===== config.mk =====
export PLATFORM = sky130hd
export DESIGN_NAME = traceroute_reply_matcher_unit
export DESIGN_NICKNAME = d
export VERILOG_FILES = /design/src/sv/trm_pkg.sv /design/src/sv/trm_parser.sv /design/src/sv/traceroute_reply_matcher_unit.sv
export SDC_FILE = /design/constraint.sdc
export NUM_CORES = 1
export LEC_CHECK = 0
export ABC_AREA = 1
export BUFFER_PORTS_ARGS = -buffer_cell sky130_fd_sc_hd__buf_2
export CAP_MARGIN = 20
export CORE_AREA = 2 2 172 174
export CTS_CLUSTER_SIZE = 40
export DETAILED_ROUTE_END_ITERATION = 10
export DIE_AREA = 0 0 174 176
export GPL_ROUTABILITY_DRIVEN = 1
export PLACE_DENSITY = 0.69
export SYNTH_ARGS = -nofsm -noshare
export SYNTH_HDL_FRONTEND = slang
export SYNTH_HIERARCHICAL = 1
export SYNTH_SLANG_ARGS = --single-unit

===== constraint.sdc =====
create_clock -name clock -period 11.4 [get_ports clock]
set_input_delay 1.71 -clock clock [delete_from_list [all_inputs] [get_ports clock]]
set_output_delay 1.71 -clock clock [all_outputs]
set_load 0.02 [all_outputs]

===== src/sv/trm_pkg.sv =====
// Package for the traceroute reply matcher.
// Holds the field widths, protocol constants and the parse result struct.
// No dependencies.
package trm_pkg;

   localparam int CSR_INDEX_W = 1;
   localparam int CSR_DATA_W  = 16;
   localparam int RSP_DATA_W  = 40;
   localparam int TABLE_DEPTH = 3;

   localparam logic [CSR_INDEX_W-1:0] CSR_PROBE_ID  = 1'b0;
   localparam logic [CSR_INDEX_W-1:0] CSR_PROBE_TTL = 1'b1;

   localparam logic CMD_BYTE  = 1'b0;
   localparam logic CMD_CLEAR = 1'b1;

   localparam logic [7:0] TYPE_ECHO          = 8'd8;
   localparam logic [7:0] TYPE_TIME_EXCEEDED = 8'd11;
   localparam logic [7:0] QUOTE_SKIP         = 8'd8;
   localparam logic [7:0] ID_OFFSET          = 8'd4;
   localparam logic [7:0] SRC_FIRST_POS      = 8'd12;
   localparam logic [7:0] SRC_LAST_POS       = 8'd15;
   localparam logic [7:0] POS_MAX            = 8'd255;

   typedef struct packed {
      logic        fields_ok;
      logic [15:0] reply_id;
      logic [15:0] reply_seq;
      logic [31:0] source_addr;
   } parse_type;

endpackage


===== src/sv/trm_parser.sv =====
// Per-packet header parser of the traceroute reply matcher.
// Tracks the byte position and extracts source address, id and sequence.
// Depends on trm_pkg.
module trm_parser (
   input  logic               clock,
   input  logic               reset,
   input  logic               en,
   input  logic               cmd,
   input  logic [7:0]         data_byte,
   input  logic               last_byte,
   output trm_pkg::parse_type res
);

   logic [7:0]  pos_ff, pos_in;
   logic [5:0]  ohl_ff, ohl_in, ohl_tb;
   logic [7:0]  type_ff, type_in, type_tb;
   logic [5:0]  ihl_ff, ihl_in, ihl_tb;
   logic [15:0] id_ff, id_in, id_tb;
   logic [15:0] seq_ff, seq_in, seq_tb;
   logic [31:0] src_ff, src_in, src_tb;
   logic        fc_ff, fc_in, fc_tb;
   logic [7:0]  base;
   logic [7:0]  field_pos;
   logic        restart;

   always_comb begin
      ohl_tb  = ohl_ff;
      src_tb  = src_ff;
      type_tb = type_ff;
      ihl_tb  = ihl_ff;
      id_tb   = id_ff;
      seq_tb  = seq_ff;
      fc_tb   = fc_ff;
      base    = 8'({2'b00, ohl_ff}) + trm_pkg::QUOTE_SKIP;

      if (pos_ff == 8'd0) begin
         ohl_tb = {data_byte[3:0], 2'b00};
      end
      if (pos_ff >= trm_pkg::SRC_FIRST_POS && pos_ff <= trm_pkg::SRC_LAST_POS) begin
         unique case (pos_ff[1:0])
            2'd0: src_tb[31:24] = src_ff[31:24] | data_byte;
            2'd1: src_tb[23:16] = src_ff[23:16] | data_byte;
            2'd2: src_tb[15:8]  = src_ff[15:8]  | data_byte;
            2'd3: src_tb[7:0]   = src_ff[7:0]   | data_byte;
            default: src_tb = src_ff;
         endcase
      end
      if (pos_ff == {2'b00, ohl_tb}) begin
         type_tb = data_byte;
      end

      if (type_tb == trm_pkg::TYPE_TIME_EXCEEDED) begin
         base = {2'b00, ohl_tb} + trm_pkg::QUOTE_SKIP;
         if (pos_ff == base) begin
            ihl_tb = {data_byte[3:0], 2'b00};
         end
         field_pos = base + {2'b00, ihl_tb} + trm_pkg::ID_OFFSET;
      end else begin
         field_pos = {2'b00, ohl_tb} + trm_pkg::ID_OFFSET;
      end

      if (pos_ff == field_pos) begin
         id_tb[7:0] = data_byte;
      end else if (pos_ff == field_pos + 8'd1) begin
         id_tb[15:8] = data_byte;
      end else if (pos_ff == field_pos + 8'd2) begin
         seq_tb[7:0] = data_byte;
      end else if (pos_ff == field_pos + 8'd3) begin
         seq_tb[15:8] = data_byte;
         fc_tb        = 1'b1;
      end
   end

   assign res.fields_ok   = fc_tb && (pos_ff >= trm_pkg::SRC_LAST_POS)
                            && (type_tb != trm_pkg::TYPE_ECHO);
   assign res.reply_id    = id_tb;
   assign res.reply_seq   = seq_tb;
   assign res.source_addr = src_tb;

   assign restart = (cmd == trm_pkg::CMD_CLEAR) || last_byte;

   always_comb begin
      pos_in  = pos_ff;
      ohl_in  = ohl_ff;
      type_in = type_ff;
      ihl_in  = ihl_ff;
      id_in   = id_ff;
      seq_in  = seq_ff;
      src_in  = src_ff;
      fc_in   = fc_ff;
      if (en) begin
         if (restart) begin
            pos_in  = 8'd0;
            ohl_in  = 6'd0;
            type_in = 8'd0;
            ihl_in  = 6'd0;
            id_in   = 16'd0;
            seq_in  = 16'd0;
            src_in  = 32'd0;
            fc_in   = 1'b0;
         end else begin
            pos_in  = (pos_ff == trm_pkg::POS_MAX) ? pos_ff : pos_ff + 8'd1;
            ohl_in  = ohl_tb;
            type_in = type_tb;
            ihl_in  = ihl_tb;
            id_in   = id_tb;
            seq_in  = seq_tb;
            src_in  = src_tb;
            fc_in   = fc_tb;
         end
      end
   end

   always_ff @(posedge clock) begin
      if (reset) begin
         pos_ff  <= 8'd0;
         ohl_ff  <= 6'd0;
         type_ff <= 8'd0;
         ihl_ff  <= 6'd0;
         id_ff   <= 16'd0;
         seq_ff  <= 16'd0;
         src_ff  <= 32'd0;
         fc_ff   <= 1'b0;
      end else begin
         pos_ff  <= pos_in;
         ohl_ff  <= ohl_in;
         type_ff <= type_in;
         ihl_ff  <= ihl_in;
         id_ff   <= id_in;
         seq_ff  <= seq_in;
         src_ff  <= src_in;
         fc_ff   <= fc_in;
      end
   end

endmodule


===== src/sv/traceroute_reply_matcher_unit.sv =====
// Top level of the traceroute reply matcher.
// Registers input transactions, tracks matches and senders per round.
// Depends on trm_pkg and trm_parser.
//
//   Channel   Direction  Transaction carries
//   req_      in         tuser: cmd, tdata: data_byte, tlast: last_byte
//   rsp_      out        tdata: matched, response_count, unique_count,
//                        new_sender, sender_addr
//   csr_      in         probe_id (index 0), probe_ttl (index 1)
//
// One byte is accepted per cycle unless a stalled result holds a final byte;
// a result is registered when the final byte leaves the input register.
// Reset is synchronous and clears all control state; no clearing pass.
// A stalled result holds the input register only when it holds a final byte.
module traceroute_reply_matcher_unit #(
   parameter int MAX_RESPONSES = 3
) (
   input  logic                            clock,
   input  logic                            reset,
   input  logic                            req_tvalid,
   output logic                            req_tready,
   input  logic [7:0]                      req_tdata,   // data_byte
   input  logic                            req_tuser,   // cmd
   input  logic                            req_tlast,   // last_byte
   output logic                            rsp_tvalid,
   input  logic                            rsp_tready,
   // matched, response_count, unique_count, new_sender, sender_addr, zero pad
   output logic [trm_pkg::RSP_DATA_W-1:0]  rsp_tdata,
   input  logic                            csr_we,
   input  logic [trm_pkg::CSR_INDEX_W-1:0] csr_index,
   input  logic [trm_pkg::CSR_DATA_W-1:0]  csr_wdata
);

   localparam logic [1:0] RESP_CAP = 2'((MAX_RESPONSES < trm_pkg::TABLE_DEPTH) ?
                                        MAX_RESPONSES : trm_pkg::TABLE_DEPTH);
   localparam logic [1:0] DEPTH_CODE = 2'(trm_pkg::TABLE_DEPTH);

   logic        in_valid_ff, in_valid_in;
   logic        in_cmd_ff;
   logic [7:0]  in_byte_ff;
   logic        in_last_ff;
   logic        out_free;
   logic        fire;
   logic        is_final;
   logic        is_clear;

   logic [15:0] probe_id_ff;
   logic [13:0] probe_ttl_ff;

   trm_pkg::parse_type prs;

   logic        matched;
   logic        seen;
   logic        take;
   logic        add;
   logic [1:0]  resp_ff, resp_in;
   logic [1:0]  dist_ff, dist_in;
   logic [31:0] table_ff [trm_pkg::TABLE_DEPTH];

   logic        rsp_valid_ff, rsp_valid_in;
   logic [trm_pkg::RSP_DATA_W-1:0] rsp_data_ff;

   assign out_free   = !rsp_valid_ff || rsp_tready;
   assign is_clear   = (in_cmd_ff == trm_pkg::CMD_CLEAR);
   assign is_final   = in_valid_ff && !is_clear && in_last_ff;
   assign fire       = in_valid_ff && (!is_final || out_free);
   assign req_tready = !in_valid_ff || fire;

   assign in_valid_in = (req_tvalid && req_tready) || (in_valid_ff && !fire);

   always_ff @(posedge clock) begin
      if (reset) begin
         in_valid_ff <= 1'b0;
      end else begin
         in_valid_ff <= in_valid_in;
      end
   end

   always_ff @(posedge clock) begin
      if (req_tvalid && req_tready) begin
         in_cmd_ff  <= req_tuser;
         in_byte_ff <= req_tdata;
         in_last_ff <= req_tlast;
      end
   end

   always_ff @(posedge clock) begin
      if (reset) begin
         probe_id_ff  <= 16'd0;
         probe_ttl_ff <= 14'd1;
      end else if (csr_we) begin
         unique case (csr_index)
            trm_pkg::CSR_PROBE_ID:  probe_id_ff  <= csr_wdata[15:0];
            trm_pkg::CSR_PROBE_TTL: probe_ttl_ff <= csr_wdata[13:0];
            default: probe_id_ff <= probe_id_ff;
         endcase
      end
   end

   trm_parser u_parser (
      .clock     (clock),
      .reset     (reset),
      .en        (fire),
      .cmd       (in_cmd_ff),
      .data_byte (in_byte_ff),
      .last_byte (in_last_ff),
      .res       (prs)
   );

   always_comb begin
      seen = 1'b0;
      for (int i = 0; i < trm_pkg::TABLE_DEPTH; i++) begin
         if ((2'(i) < dist_ff) && (table_ff[i] == prs.source_addr)) begin
            seen = 1'b1;
         end
      end
   end

   assign matched = prs.fields_ok && (prs.reply_id == probe_id_ff)
                    && (prs.reply_seq[15:2] == probe_ttl_ff);
   assign take    = fire && is_final && matched && (resp_ff < RESP_CAP);
   assign add     = take && !seen && (dist_ff < DEPTH_CODE);

   always_comb begin
      resp_in = resp_ff;
      dist_in = dist_ff;
      if (fire && is_clear) begin
         resp_in = 2'd0;
         dist_in = 2'd0;
      end else begin
         if (take) begin
            resp_in = resp_ff + 2'd1;
         end
         if (add) begin
            dist_in = dist_ff + 2'd1;
         end
      end
   end

   always_ff @(posedge clock) begin
      if (reset) begin
         resp_ff <= 2'd0;
         dist_ff <= 2'd0;
      end else begin
         resp_ff <= resp_in;
         dist_ff <= dist_in;
      end
   end

   always_ff @(posedge clock) begin
      for (int i = 0; i < trm_pkg::TABLE_DEPTH; i++) begin
         if (add && (dist_ff == 2'(i))) begin
            table_ff[i] <= prs.source_addr;
         end
      end
   end

   always_comb begin
      rsp_valid_in = rsp_valid_ff;
      if (fire && is_final) begin
         rsp_valid_in = 1'b1;
      end else if (rsp_tready) begin
         rsp_valid_in = 1'b0;
      end
   end

   always_ff @(posedge clock) begin
      if (reset) begin
         rsp_valid_ff <= 1'b0;
      end else begin
         rsp_valid_ff <= rsp_valid_in;
      end
   end

   always_ff @(posedge clock) begin
      if (fire && is_final) begin
         rsp_data_ff <= {2'b00, prs.source_addr, add, dist_in, resp_in, matched};
      end
   end

   assign rsp_tvalid = rsp_valid_ff;
   assign rsp_tdata  = rsp_data_ff;

endmodule


==> impl_metrics.csv <==
group,metric,value,unit
status,status,"finished clean",
critical_path,r2r-end,"table_ff[0][30]",
critical_path,r2r_slack,3.44,ns
clocking,cts_tree,"yes",
final_layout,drive_above_1_share,0.1121,
timing,whs,0.4499,ns
clocking,post_cts_buffers,0,
hold_path,hold_path_class,"reg2reg",
yosys,syn_area,12720,um2
floorplan,die_h,176,um
final_layout,multi_input_area,5776,um2
final_layout,antenna_cells,0,
clocking,clk_latency,0.54,ns
clocking,cts.path.max_buffers,3,
detailed_routing,drt_iter0_drc,995,
power,switching_share,0.2379,
hold_path,hold_end,"u_parser/ihl_ff[1]",
timing,clock_skew,0.01258,ns
floorplan,die_w,174,um
final_layout,fill_cells,2814,
critical_path,critPathLaunchType,"flop",
detailed_routing,drc,0,
power,p_int,0.001488,W
clocking,clock-sinks,239,
global_routing,grt_pass1_vias,10210,
critical_path,cp_common_cell,"nand2_1",
hold_path,hold_start,"u_parser/ihl_ff[1]",
power,ir_worst_vdd,0.1096,mV
global_routing,antenna_found_initial,0,
power,combPwrFrac,0.080,
detailed_routing,post_drt_wl_per_cell,15.76,um
clocking,htreeDepth,1,
clocking,cts_buffers,25,
final_layout,utilization,0.5014,
timing,worstMarginPinSlew,1.043,ns
power,clockPowerShare,0.452,
global_routing,overflow,0,
yosys,synthCells,1650,
critical_path,worstSetupPathType,"reg2reg",
critical_path,worst_path_largest_cell_delay,0.51,ns
floorplan,pin_count,74,
timing,fin_crit,7.956,ns
global_routing,grt_usage,0.2146,
yosys,yosysWarnings,6,
detailed_routing,wl,33.33,mm
timing,rsz0062_at_grt,"no",
power,p_seq_frac,0.468,
place,io_buffers,71,
hold_path,min_path_cells,2,
critical_path,worst_r2r_path_depth,44,
critical_path,crit_required,11.58,ns
timing,period_share,0.6979,
timing,timing.fmax,125.7,MHz
floorplan,core,28550,um2
floorplan,die_area,30620,um2
timing,setup_ws,3.444,ns
critical_path,endpoint_kind,"flop",
place,place_ws,3.510,ns
final_layout,final_cell_area,14310,um2
critical_path,r2r_start,"u_parser/pos_ff[1]",
detailed_routing,firstDrtPassIters,6,
global_routing,grt_pass1_wl,52.84,mm
timing,fin_setup_tns,0,ns
yosys,syn_area_per_cell,7.712,um2
global_routing,grt_max_degree,57,
timing,finalSetupViolCount,0,
clocking,cts_resized,0,
floorplan,start_util,0.4457,
critical_path,cp.arrival,8.14,ns
job,drv_cap,0,
final_layout,regArea,5906,um2
place,place.gp.congestion,0.9478,
critical_path,cp_max_fo,32,
timing,slew_headroom,0.3023,
clocking,cts_root_buf,"clkbuf_16",
detailed_routing,vias,10900,
detailed_routing,ant_nets,0,
final_layout,synthToLayoutAreaGrowth,12.49,%
power,p_sw,0.0004642,W
place,dp_hpwl,24.82,mm
detailed_routing,via_per_inst,5.152,
clocking,clk_pin_slew_worst_paths,0.07,ns
place,place_area,13410,um2
timing,slew_viol_final,0,
power,cellPowerDensity,136.4,nW/um2
clocking,cts-hold-fix-buffers,0,
final_layout,final_nets,1772,
timing,hold_violations,0,
critical_path,cp_slowest_cell,"dfxtp_1",
floorplan,rows,62,
power,p_leak,6.488,nW
## worst max path at each step
stage                            start         endpoint  slack [ns]  cells past startpoint
detailed placement  u_parser/pos_ff[1]  table_ff[0][30]        3.51                     44
finish              u_parser/pos_ff[1]  table_ff[0][30]        3.44                     44
floorplan           u_parser/pos_ff[1]   table_ff[0][0]        3.66                     46
global placement    u_parser/pos_ff[1]  table_ff[0][29]        3.69                     44
global route        u_parser/pos_ff[1]  table_ff[0][30]        2.65                     45
CTS                 u_parser/pos_ff[1]  table_ff[0][30]        3.48                     44
## metal layers
metal,global-route usage,wire length [um]
met1,0.2846,14890
met3,0.02455,1489
met5,0,0
met2,0.3675,15980
met4,0.06933,973
## power by group through the flow
stage	combinational (W)	sequential, W	clock [W]
finish	0.000156	0.000914	0.000882
CTS	0.000154	0.000914	0.000898
global placement	0.000153	0.000933	0
detailed placement	0.000154	0.000933	0
global route	0.000174	0.000915	0.000931
floorplan	0.000113	0.000931	0
## metrics by stage
step	cells	power, W
2_1_floorplan	1651	0.001043
3_3_place_gp	2069	0.001085
3_5_place_dp	2069	0.001086
4_1_cts	2115	0.001966
5_1_grt	2115	0.002020
6_report	2115	0.001952
## area by class of cell
cell class                      count  share of cell area
Clock inverter                     12             0.01259
Multi-Input combinational cell   1146              0.4035
Inverter                          220             0.05787
Sequential cell                   239              0.4126
Tap cell                          384             0.03357
Clock buffer                       34             0.05035
Timing Repair Buffer               80             0.02955
## sequential cells by signal (all words and copies together) (netlist names), 2 cells and up
register,count
u_parser/ihl_ff,6
in_byte_ff,8
u_parser/type_ff,8
dist_ff,2
u_parser/src_ff,32
probe_id_ff,16
table_ff,64
rsp_tdata,38
u_parser/ohl_ff,6
resp_ff,2
probe_ttl_ff,14
u_parser/pos_ff,8
u_parser/seq_ff,14
u_parser/id_ff,16
## cells in the final DEF (no fill, tap or decap), types with 31 or more instances in the layout
| master | count |
|---|---|
| nor2_1 | 147 |
| a21oi_1 | 80 |
| nand3_1 | 86 |
| o21ai_0 | 59 |
| buf_2 | 71 |
| dfxtp_1 | 127 |
| edfxtp_1 | 112 |
| nand2_1 | 511 |
| inv_1 | 210 |
| nand4_1 | 31 |
## critical path, delay by kind of cell, from the launching register on
kind            cells  cell delay, ns
compound gates      7            1.44
xor+xnor            1            0.25
fa+ha+maj           4            1.30
buf+inv             7            0.98
flops               1            0.51
simple gates       25            3.07
Note: power is estimated with default switching activity, not from simulation.
